$ cat config.mk
export PLATFORM = sky130hd
export DESIGN_NAME = bounded_record_deque_flat
export DESIGN_NICKNAME = d
export VERILOG_FILES = /design/src/rtl/core/brd_pkg.sv /design/src/rtl/core/brd_if.sv /design/src/rtl/core/brd_ctrl.sv /design/src/rtl/core/brd_datapath.sv /design/src/rtl/core/bounded_record_deque.sv /design/src/flat_wrapper.sv
export SDC_FILE = /design/constraint.sdc
export NUM_CORES = 1
export LEC_CHECK = 0
export ABC_AREA = 0
export BUFFER_PORTS_ARGS = -buffer_cell sky130_fd_sc_hd__buf_2
export CELL_PAD_IN_SITES_DETAIL_PLACEMENT = 1
export CELL_PAD_IN_SITES_GLOBAL_PLACEMENT = 2
export CORE_ASPECT_RATIO = 0.5
export CORE_UTILIZATION = 50
export CTS_CLUSTER_SIZE = 20
export DETAILED_ROUTE_END_ITERATION = 12
export HOLD_SLACK_MARGIN = 0.02
export PLACE_DENSITY = 0.87
export SYNTH_ARGS = -nofsm -noshare
export SYNTH_HDL_FRONTEND = slang
export SYNTH_SLANG_ARGS = --single-unit
$ cat constraint.sdc
create_clock -name clk -period 15.23 [get_ports clk]
set_input_delay 3.046 -clock clk [delete_from_list [all_inputs] [get_ports clk]]
set_output_delay 3.046 -clock clk [all_outputs]
set_load 0.1 [all_outputs]
$ cat src/rtl/core/brd_pkg.sv
// Shared constants, codes and controller/datapath handshake types for the record deque.
package brd_pkg;

    localparam int CAPACITY = 4;
    localparam int IDX_W    = (CAPACITY > 1) ? $clog2(CAPACITY) : 1;
    localparam int CNT_W    = $clog2(CAPACITY + 1);

    localparam int OP_W     = 3;
    localparam int DATA_W   = 32;
    localparam int STATUS_W = 2;
    localparam int OCC_W    = 3;

    localparam logic [OP_W-1:0] OP_INS_FRONT = 3'd0;
    localparam logic [OP_W-1:0] OP_INS_REAR  = 3'd1;
    localparam logic [OP_W-1:0] OP_DEL_FRONT = 3'd2;
    localparam logic [OP_W-1:0] OP_DEL_REAR  = 3'd3;
    localparam logic [OP_W-1:0] OP_READ      = 3'd4;

    localparam logic [STATUS_W-1:0] ST_DONE      = 2'd0;
    localparam logic [STATUS_W-1:0] ST_OVERFLOW  = 2'd1;
    localparam logic [STATUS_W-1:0] ST_UNDERFLOW = 2'd2;

    // Commands from the controller to the datapath.
    typedef struct packed {
        logic accept;   // request transfer happens this cycle
        logic fetch;    // read the record at the current readout offset
        logic emit;     // load the fetched record into the output register
    } cmd_t;

    // Status from the datapath to the controller.
    typedef struct packed {
        logic empty;
        logic out_free;  // output register can be loaded this cycle
        logic rd_last;   // current readout offset is the rear record
    } stat_t;

endpackage

$ cat src/rtl/core/brd_if.sv
// Request and response channel interfaces of the record deque.
interface brd_req_if;
    logic                                valid;
    logic                                ready;
    logic        [brd_pkg::OP_W-1:0]     operation;
    logic signed [brd_pkg::DATA_W-1:0]   employee_id;
    logic signed [brd_pkg::DATA_W-1:0]   salary;

    modport source (output valid, output operation, output employee_id, output salary,
                    input ready);
    modport sink   (input valid, input operation, input employee_id, input salary,
                    output ready);
endinterface

interface brd_rsp_if;
    logic                                valid;
    logic                                ready;
    logic        [brd_pkg::STATUS_W-1:0] status;
    logic        [brd_pkg::OCC_W-1:0]    occupancy;
    logic                                entry_valid;
    logic signed [brd_pkg::DATA_W-1:0]   out_employee_id;
    logic signed [brd_pkg::DATA_W-1:0]   out_salary;
    logic                                last;

    modport source (output valid, output status, output occupancy, output entry_valid,
                    output out_employee_id, output out_salary, output last,
                    input ready);
    modport sink   (input valid, input status, input occupancy, input entry_valid,
                    input out_employee_id, input out_salary, input last,
                    output ready);
endinterface

$ cat src/rtl/core/brd_ctrl.sv
// Controller state machine of the record deque: request handshake and readout sequencing.
module brd_ctrl
(
    input  logic                       clk,
    input  logic                       rst_n,
    input  logic                       req_valid,
    input  logic [brd_pkg::OP_W-1:0]   operation,
    input  brd_pkg::stat_t             stat,
    output logic                       req_ready,
    output brd_pkg::cmd_t              cmd
);

    localparam logic [1:0] S_IDLE = 2'd0;
    localparam logic [1:0] S_READ = 2'd1;
    localparam logic [1:0] S_EMIT = 2'd2;

    logic [1:0] state_reg;
    logic [1:0] state_next;
    logic       accept;

    assign req_ready  = (state_reg == S_IDLE) && stat.out_free;
    assign accept     = req_valid && req_ready;
    assign cmd.accept = accept;
    assign cmd.fetch  = (state_reg == S_READ);
    assign cmd.emit   = (state_reg == S_EMIT) && stat.out_free;

    always_comb
    begin
        state_next = state_reg;
        case (state_reg)
            S_IDLE:
            begin
                if (accept && (operation == brd_pkg::OP_READ) && !stat.empty)
                begin
                    state_next = S_READ;
                end
            end
            S_READ:
            begin
                state_next = S_EMIT;
            end
            S_EMIT:
            begin
                if (cmd.emit)
                begin
                    state_next = stat.rd_last ? S_IDLE : S_READ;
                end
            end
            default:
            begin
                state_next = S_IDLE;
            end
        endcase
    end

    always_ff @(posedge clk or negedge rst_n)
    begin
        if (!rst_n)
        begin
            state_reg <= S_IDLE;
        end
        else
        begin
            state_reg <= state_next;
        end
    end

endmodule

$ cat src/rtl/core/brd_datapath.sv
// Datapath of the record deque: record storage, pointers and the output register.
module brd_datapath
(
    input  logic                                clk,
    input  logic                                rst_n,
    input  brd_pkg::cmd_t                       cmd,
    output brd_pkg::stat_t                      stat,
    input  logic        [brd_pkg::OP_W-1:0]     operation,
    input  logic signed [brd_pkg::DATA_W-1:0]   employee_id,
    input  logic signed [brd_pkg::DATA_W-1:0]   salary,
    input  logic                                out_ready,
    output logic                                out_valid,
    output logic        [brd_pkg::STATUS_W-1:0] status,
    output logic        [brd_pkg::OCC_W-1:0]    occupancy,
    output logic                                entry_valid,
    output logic signed [brd_pkg::DATA_W-1:0]   out_employee_id,
    output logic signed [brd_pkg::DATA_W-1:0]   out_salary,
    output logic                                last
);

    // Slot that lies a given number of places behind the base slot, with wraparound.
    function automatic logic [brd_pkg::IDX_W-1:0] slot_add(
        input logic [brd_pkg::IDX_W-1:0] base,
        input logic [brd_pkg::CNT_W-1:0] off
    );
        logic [brd_pkg::CNT_W:0] sum;
        sum = (brd_pkg::CNT_W+1)'(base) + (brd_pkg::CNT_W+1)'(off);
        if (sum >= (brd_pkg::CNT_W+1)'(brd_pkg::CAPACITY))
        begin
            sum = sum - (brd_pkg::CNT_W+1)'(brd_pkg::CAPACITY);
        end
        return brd_pkg::IDX_W'(sum);
    endfunction

    logic signed [brd_pkg::DATA_W-1:0] id_mem  [brd_pkg::CAPACITY];
    logic signed [brd_pkg::DATA_W-1:0] sal_mem [brd_pkg::CAPACITY];

    logic [brd_pkg::IDX_W-1:0] front_reg, front_next;
    logic [brd_pkg::CNT_W-1:0] fill_reg, fill_next;
    logic [brd_pkg::IDX_W-1:0] offs_reg, offs_next;

    logic signed [brd_pkg::DATA_W-1:0] rd_id_reg;
    logic signed [brd_pkg::DATA_W-1:0] rd_sal_reg;

    logic                              out_valid_reg, out_valid_next;
    logic [brd_pkg::STATUS_W-1:0]      status_reg, status_next;
    logic [brd_pkg::OCC_W-1:0]         occ_reg, occ_next;
    logic                              ev_reg, ev_next;
    logic signed [brd_pkg::DATA_W-1:0] oid_reg, oid_next;
    logic signed [brd_pkg::DATA_W-1:0] osal_reg, osal_next;
    logic                              last_reg, last_next;

    logic                      out_load;
    logic                      wr_en;
    logic [brd_pkg::IDX_W-1:0] wr_slot;
    logic [brd_pkg::IDX_W-1:0] rd_slot;
    logic                      full;

    assign full    = (fill_reg == brd_pkg::CNT_W'(brd_pkg::CAPACITY));
    assign rd_slot = slot_add(front_reg, brd_pkg::CNT_W'(offs_reg));

    assign stat.empty    = (fill_reg == '0);
    assign stat.out_free = !out_valid_reg || out_ready;
    assign stat.rd_last  = ((brd_pkg::CNT_W+1)'(offs_reg) + (brd_pkg::CNT_W+1)'(1))
                           == (brd_pkg::CNT_W+1)'(fill_reg);

    always_comb
    begin
        front_next  = front_reg;
        fill_next   = fill_reg;
        offs_next   = offs_reg;
        wr_en       = 1'b0;
        wr_slot     = front_reg;
        out_load    = 1'b0;
        status_next = brd_pkg::ST_DONE;
        ev_next     = 1'b0;
        oid_next    = '0;
        osal_next   = '0;
        last_next   = 1'b1;

        if (cmd.accept)
        begin
            out_load = 1'b1;
            case (operation)
                brd_pkg::OP_INS_FRONT:
                begin
                    if (full)
                    begin
                        status_next = brd_pkg::ST_OVERFLOW;
                    end
                    else
                    begin
                        front_next = (front_reg == '0) ?
                                     brd_pkg::IDX_W'(brd_pkg::CAPACITY - 1) :
                                     front_reg - brd_pkg::IDX_W'(1);
                        wr_en      = 1'b1;
                        wr_slot    = front_next;
                        fill_next  = fill_reg + brd_pkg::CNT_W'(1);
                    end
                end
                brd_pkg::OP_INS_REAR:
                begin
                    if (full)
                    begin
                        status_next = brd_pkg::ST_OVERFLOW;
                    end
                    else
                    begin
                        wr_en     = 1'b1;
                        wr_slot   = slot_add(front_reg, fill_reg);
                        fill_next = fill_reg + brd_pkg::CNT_W'(1);
                    end
                end
                brd_pkg::OP_DEL_FRONT:
                begin
                    if (stat.empty)
                    begin
                        status_next = brd_pkg::ST_UNDERFLOW;
                    end
                    else
                    begin
                        front_next = slot_add(front_reg, brd_pkg::CNT_W'(1));
                        fill_next  = fill_reg - brd_pkg::CNT_W'(1);
                    end
                end
                brd_pkg::OP_DEL_REAR:
                begin
                    if (stat.empty)
                    begin
                        status_next = brd_pkg::ST_UNDERFLOW;
                    end
                    else
                    begin
                        fill_next = fill_reg - brd_pkg::CNT_W'(1);
                    end
                end
                brd_pkg::OP_READ:
                begin
                    // A readout of a non-empty queue emits its records later.
                    if (!stat.empty)
                    begin
                        out_load  = 1'b0;
                        offs_next = '0;
                    end
                end
                default:
                begin
                    status_next = brd_pkg::ST_DONE;
                end
            endcase
        end
        else if (cmd.emit)
        begin
            out_load  = 1'b1;
            ev_next   = 1'b1;
            oid_next  = rd_id_reg;
            osal_next = rd_sal_reg;
            last_next = stat.rd_last;
            offs_next = offs_reg + brd_pkg::IDX_W'(1);
        end

        occ_next       = brd_pkg::OCC_W'(fill_next);
        out_valid_next = out_load ? 1'b1 : (out_ready ? 1'b0 : out_valid_reg);
    end

    always_ff @(posedge clk)
    begin
        if (wr_en)
        begin
            id_mem[wr_slot]  <= employee_id;
            sal_mem[wr_slot] <= salary;
        end
        if (cmd.fetch)
        begin
            rd_id_reg  <= id_mem[rd_slot];
            rd_sal_reg <= sal_mem[rd_slot];
        end
    end

    always_ff @(posedge clk or negedge rst_n)
    begin
        if (!rst_n)
        begin
            front_reg     <= '0;
            fill_reg      <= '0;
            offs_reg      <= '0;
            out_valid_reg <= 1'b0;
        end
        else
        begin
            front_reg     <= front_next;
            fill_reg      <= fill_next;
            offs_reg      <= offs_next;
            out_valid_reg <= out_valid_next;
        end
    end

    always_ff @(posedge clk)
    begin
        if (out_load)
        begin
            status_reg <= status_next;
            occ_reg    <= occ_next;
            ev_reg     <= ev_next;
            oid_reg    <= oid_next;
            osal_reg   <= osal_next;
            last_reg   <= last_next;
        end
    end

    assign out_valid       = out_valid_reg;
    assign status          = status_reg;
    assign occupancy       = occ_reg;
    assign entry_valid     = ev_reg;
    assign out_employee_id = oid_reg;
    assign out_salary      = osal_reg;
    assign last            = last_reg;

    a_fill_bound: assert property (@(posedge clk) disable iff (!rst_n)
        fill_reg <= brd_pkg::CNT_W'(brd_pkg::CAPACITY))
        else $error("Fill count exceeds capacity.");

    a_no_overwrite: assert property (@(posedge clk) disable iff (!rst_n)
        out_load |-> (!out_valid_reg || out_ready))
        else $error("Output register loaded while a result is still held.");

    a_readout_keeps_state: assert property (@(posedge clk) disable iff (!rst_n)
        cmd.emit |=> ($stable(fill_reg) && $stable(front_reg)))
        else $error("Readout changed the queue contents.");

    a_overflow_when_full: assert property (@(posedge clk) disable iff (!rst_n)
        (cmd.accept && status_next == brd_pkg::ST_OVERFLOW) |-> full)
        else $error("Overflow reported on a queue that is not full.");

endmodule

$ cat src/rtl/core/bounded_record_deque.sv
// Top level of the bounded record deque: controller and datapath joined by command/status.
// Single-result requests: an insert, a delete, an unused code or a readout of an empty
// queue gives its single result in the cycle after the request transfer, and such requests
// follow at one per cycle while the response is not stalled. A readout holds off the next
// request until its last record is loaded into the output register, since each record
// passes through the registered storage read port and then the output register.
// Reset is asynchronous and clears the pointers, the fill count and the output valid flag;
// record storage is not cleared and holds no data until written.
module bounded_record_deque
(
    input  logic        clk,
    input  logic        rst_n,
    brd_req_if.sink     request,
    brd_rsp_if.source   response
);

    brd_pkg::cmd_t  cmd;
    brd_pkg::stat_t stat;

    // The controller owns the request handshake and steps through a readout one record
    // at a time: fetch from storage, then load the output register once it is free.
    brd_ctrl u_ctrl
    (
        .clk       (clk),
        .rst_n     (rst_n),
        .req_valid (request.valid),
        .operation (request.operation),
        .stat      (stat),
        .req_ready (request.ready),
        .cmd       (cmd)
    );

    // The datapath holds the circular record store, the front slot and fill count, and
    // the response register, which parts the two sides so a held result does not block
    // the next request transfer once it is taken in the same cycle.
    brd_datapath u_datapath
    (
        .clk             (clk),
        .rst_n           (rst_n),
        .cmd             (cmd),
        .stat            (stat),
        .operation       (request.operation),
        .employee_id     (request.employee_id),
        .salary          (request.salary),
        .out_ready       (response.ready),
        .out_valid       (response.valid),
        .status          (response.status),
        .occupancy       (response.occupancy),
        .entry_valid     (response.entry_valid),
        .out_employee_id (response.out_employee_id),
        .out_salary      (response.out_salary),
        .last            (response.last)
    );

endmodule
$ cat src/flat_wrapper.sv
// flat-port wrapper written by rule: the top's interface ports become plain ports
module bounded_record_deque_flat 
  (clk, rst_n, request_valid, request_operation, request_employee_id, request_salary, request_ready, response_valid, response_status, response_occupancy, response_entry_valid, response_out_employee_id, response_out_salary, response_last, response_ready);
  brd_req_if request_i ();
  brd_rsp_if response_i ();
  input  logic clk;
  input  logic rst_n;
  input wire logic [$bits(request_i.valid)-1:0] request_valid;
  input wire logic [$bits(request_i.operation)-1:0] request_operation;
  input wire logic [$bits(request_i.employee_id)-1:0] request_employee_id;
  input wire logic [$bits(request_i.salary)-1:0] request_salary;
  output wire logic [$bits(request_i.ready)-1:0] request_ready;
  output wire logic [$bits(response_i.valid)-1:0] response_valid;
  output wire logic [$bits(response_i.status)-1:0] response_status;
  output wire logic [$bits(response_i.occupancy)-1:0] response_occupancy;
  output wire logic [$bits(response_i.entry_valid)-1:0] response_entry_valid;
  output wire logic [$bits(response_i.out_employee_id)-1:0] response_out_employee_id;
  output wire logic [$bits(response_i.out_salary)-1:0] response_out_salary;
  output wire logic [$bits(response_i.last)-1:0] response_last;
  input wire logic [$bits(response_i.ready)-1:0] response_ready;
  assign request_i.valid = request_valid;
  assign request_i.operation = request_operation;
  assign request_i.employee_id = request_employee_id;
  assign request_i.salary = request_salary;
  assign request_ready = request_i.ready;
  assign response_valid = response_i.valid;
  assign response_status = response_i.status;
  assign response_occupancy = response_i.occupancy;
  assign response_entry_valid = response_i.entry_valid;
  assign response_out_employee_id = response_i.out_employee_id;
  assign response_out_salary = response_i.out_salary;
  assign response_last = response_i.last;
  assign response_i.ready = response_ready;
  bounded_record_deque u_core (.clk(clk), .rst_n(rst_n), .request(request_i), .response(response_i));
endmodule
==> impl_metrics.ini <==
[finish]
top_regs = u_core.u_datapath.id_mem x128, u_core.u_datapath.sal_mem x128
final_common_cell = edfxtp_1
syn2layout_area_growth_pct = 15.2
drive_above_1_share = 0.338
stdcell_area_um2 = 16800
multi_input_area_um2 = 2480
seq_area_um2 = 12000
fillers = 2424
mostFrequentLayoutCells = edfxtp_1 (391), buf_2 (143), mux4_2 (64), and2_1 (64), clkbuf_16 (35)
layout.nets = 877

[global_route]
antenna_found_initial = 1
grt_usage = 0.200
grt_pass1_wl_mm = 43.9
grt_max_degree = 70
grt_overflow = 0
first_global_vias = 7406

[setup_path]
crit_chain = buf_2, nor2b_1, nor3_1, buf_2
rr_worst_depth = 5
reg2reg_from = u_core.u_datapath.out_valid$_DFFE_PN0P_
rr_endpoint = u_core.u_datapath.id_mem[3][15]$_DFFE_PP_
path_max_fanout = 2
max_stage_delay_ns = 0.51
r2r_slack_ns = 11.84
path_class = input port to output pin
path_common_cell = buf_2
crit_required_ns = 12.18
cp_slowest_cell = buf_2
end_kind = output pin
cp-start-kind = input port
startpoint = response_ready
critPathArrivalTime_ns = 4.03

[synthesis]
synth_edf_count = 391
synth_async_sr_flop_share = 0.0249
yosys.area_share.adder = 0.00600
synthXorXnorAreaFrac = 0.00660
synthCells = 634
syn-num-nets = 712
muxShareOfSynthArea = 0.0997
synth_compound_area_frac = 0.0103
seq_area_frac_synth = 0.821
synth_top_family_by_area = multiplexers
yosys.area_share.simple = 0.0435
ys_ff_latch = 401
synth-main-ff-cell = edfxtp_1
ys_warn_count = 0
syn_area_per_cell_um2 = 23.0
syn_area_um2 = 14600
synth_cell_types = 45

[route]
drt_pass1_iterations = 5
drtIter0Drc = 519
wl_met2_mm = 15.7
wl_mm = 28.9
wl_met3_mm = 1.24
via_per_inst = 5.40
vias = 6491
wl_per_cell_um = 24.0
drc = 0
ant_nets = 0
top_layer = met4
m1WireLength_mm = 11.5

[worst_hold_path]
whs_endpoint = u_core.u_datapath.out_employee_id[2]$_SDFFCE_PP0P_
worstHoldStart = u_core.u_datapath.rd_id_reg[2]$_DFFE_PN_
min-delay-path-class = register to register
holdPathStages = 1

[clock_network]
cts_root_buf = clkbuf_16
cts_tree = built
clk_latency_ns = 0.53
postCtsSetupBuffers = 0
numCtsBuffers = 35
cts_max_path_buffers = 3
path_clk_slew_ns = 0.06
post_cts_resize_count = 0
postCtsHoldBufs = 0
h-tree-depth = 2
cts.sinks = 401

[die]
dieWidth_um = 244
core_area_um2 = 28200
start_util = 0.518
ios = 144
rows = 43
fp.dieH_um = 123
dieArea_um2 = 29900

[placement]
dp_hpwl_mm = 16.5
io_buffers = 143
dpl_cell_area_um2 = 15700
gp_congestion = 0.700

[sta]
hold_viol_final = 0
finalSetupViolations = 0
fin_skew_ns = 0.0174
max_freq_mhz = 141
slew_viol_final = 0
rsz0062_at_grt = false
post-route-period-util = 0.464
relSlewSlack = 0.284
tightest_slew_ns = 1.07
layout_min_cycle_time_ns = 7.07
final.setup.tns_ns = 0

[job]
max-cap-violations = 0

[outcome]
status = complete, no violations
## worst max-delay path, delay by kind of cell
family / cells / cell delay, ns
AND/OR/NAND/NOR: 2 / 0.37
buffers and inverters: 2 / 0.60
## kinds of logic (layout without fill, tap and decap cells)
kind of cell,Yosys count,after routing
buf+inv,29,214
mux,65,65
fa+ha+maj,7,7
compound gates,22,22
xor+xnor,8,8
simple gates,102,102
flops,401,401
other cells,0,1
## metal layers
| layer | vias to the layer above | track usage |
|---|---|---|
| met5 | - | 0 |
| met4 | 0 | 0.0648 |
| met3 | 36 | 0.0378 |
| met2 | 155 | 0.362 |
| met1 | 3417 | 0.246 |
| li1 | 2883 | - |
## synth_stat cells, types with 2 or more instances
cell type,count,area share
ha_1,7,0.0060
o31ai_1,4,0.0021
nand2_1,5,0.0013
clkbuf_1,5,0.0013
nor3_1,5,0.0017
nor2_1,5,0.0013
nand3_1,3,0.0010
nand2b_1,3,0.0013
xnor2_1,2,0.0012
and2_1,64,0.027
a2bb2oi_1,2,0.0012
xor2_1,4,0.0024
or2b_2,2,0.0012
o21ai_0,5,0.0017
mux4_2,64,0.099
buf_6,8,0.0062
edfxtp_1,391,0.80
dfrtp_1,10,0.017
nor2b_1,5,0.0021
inv_1,6,0.0015
a21oi_1,3,0.0010
buf_2,8,0.0027
## final cells by class
type / instances / share of cell area
well taps: 382 / 0.0284
diodes: 1 / 0.000149
clock inverters: 16 / 0.0106
flip-flops and latches: 401 / 0.713
clock buffers: 41 / 0.0534
multi-input cells: 204 / 0.147
repair buffers: 151 / 0.0461
inverters: 6 / 0.00134
## stage by stage
| stage | utilization | hold slack (ns) | setup WS, ns | std cells |
|---|---|---|---|---|
| 6_report | 0.597 | 0.518 | 8.16 | 1202 |
| 5_1_grt | 0.597 | 0.534 | 8.11 | 1202 |
| 4_1_cts | 0.597 | 0.521 | 8.12 | 1201 |
| 3_5_place_dp | 0.558 | 0.506 | 8.13 | 1144 |
| 3_3_place_gp | 0.558 | 0.501 | 8.15 | 1144 |
| 2_1_floorplan | - | 0.497 | 7.03 | 634 |
## worst max path at each step
stage / end / slack (ns) / cells after the start
6_report: request_ready / 8.16 / 4
5_1_grt: request_ready / 8.11 / 4
4_1_cts: request_ready / 8.12 / 4
3_5_place_dp: request_ready / 8.13 / 4
3_3_place_gp: request_ready / 8.15 / 4
2_1_floorplan: request_ready / 7.03 / 2
Power is not shown: default switching activity piles up to over one toggle a cycle in this logic, so the estimate is an artifact.
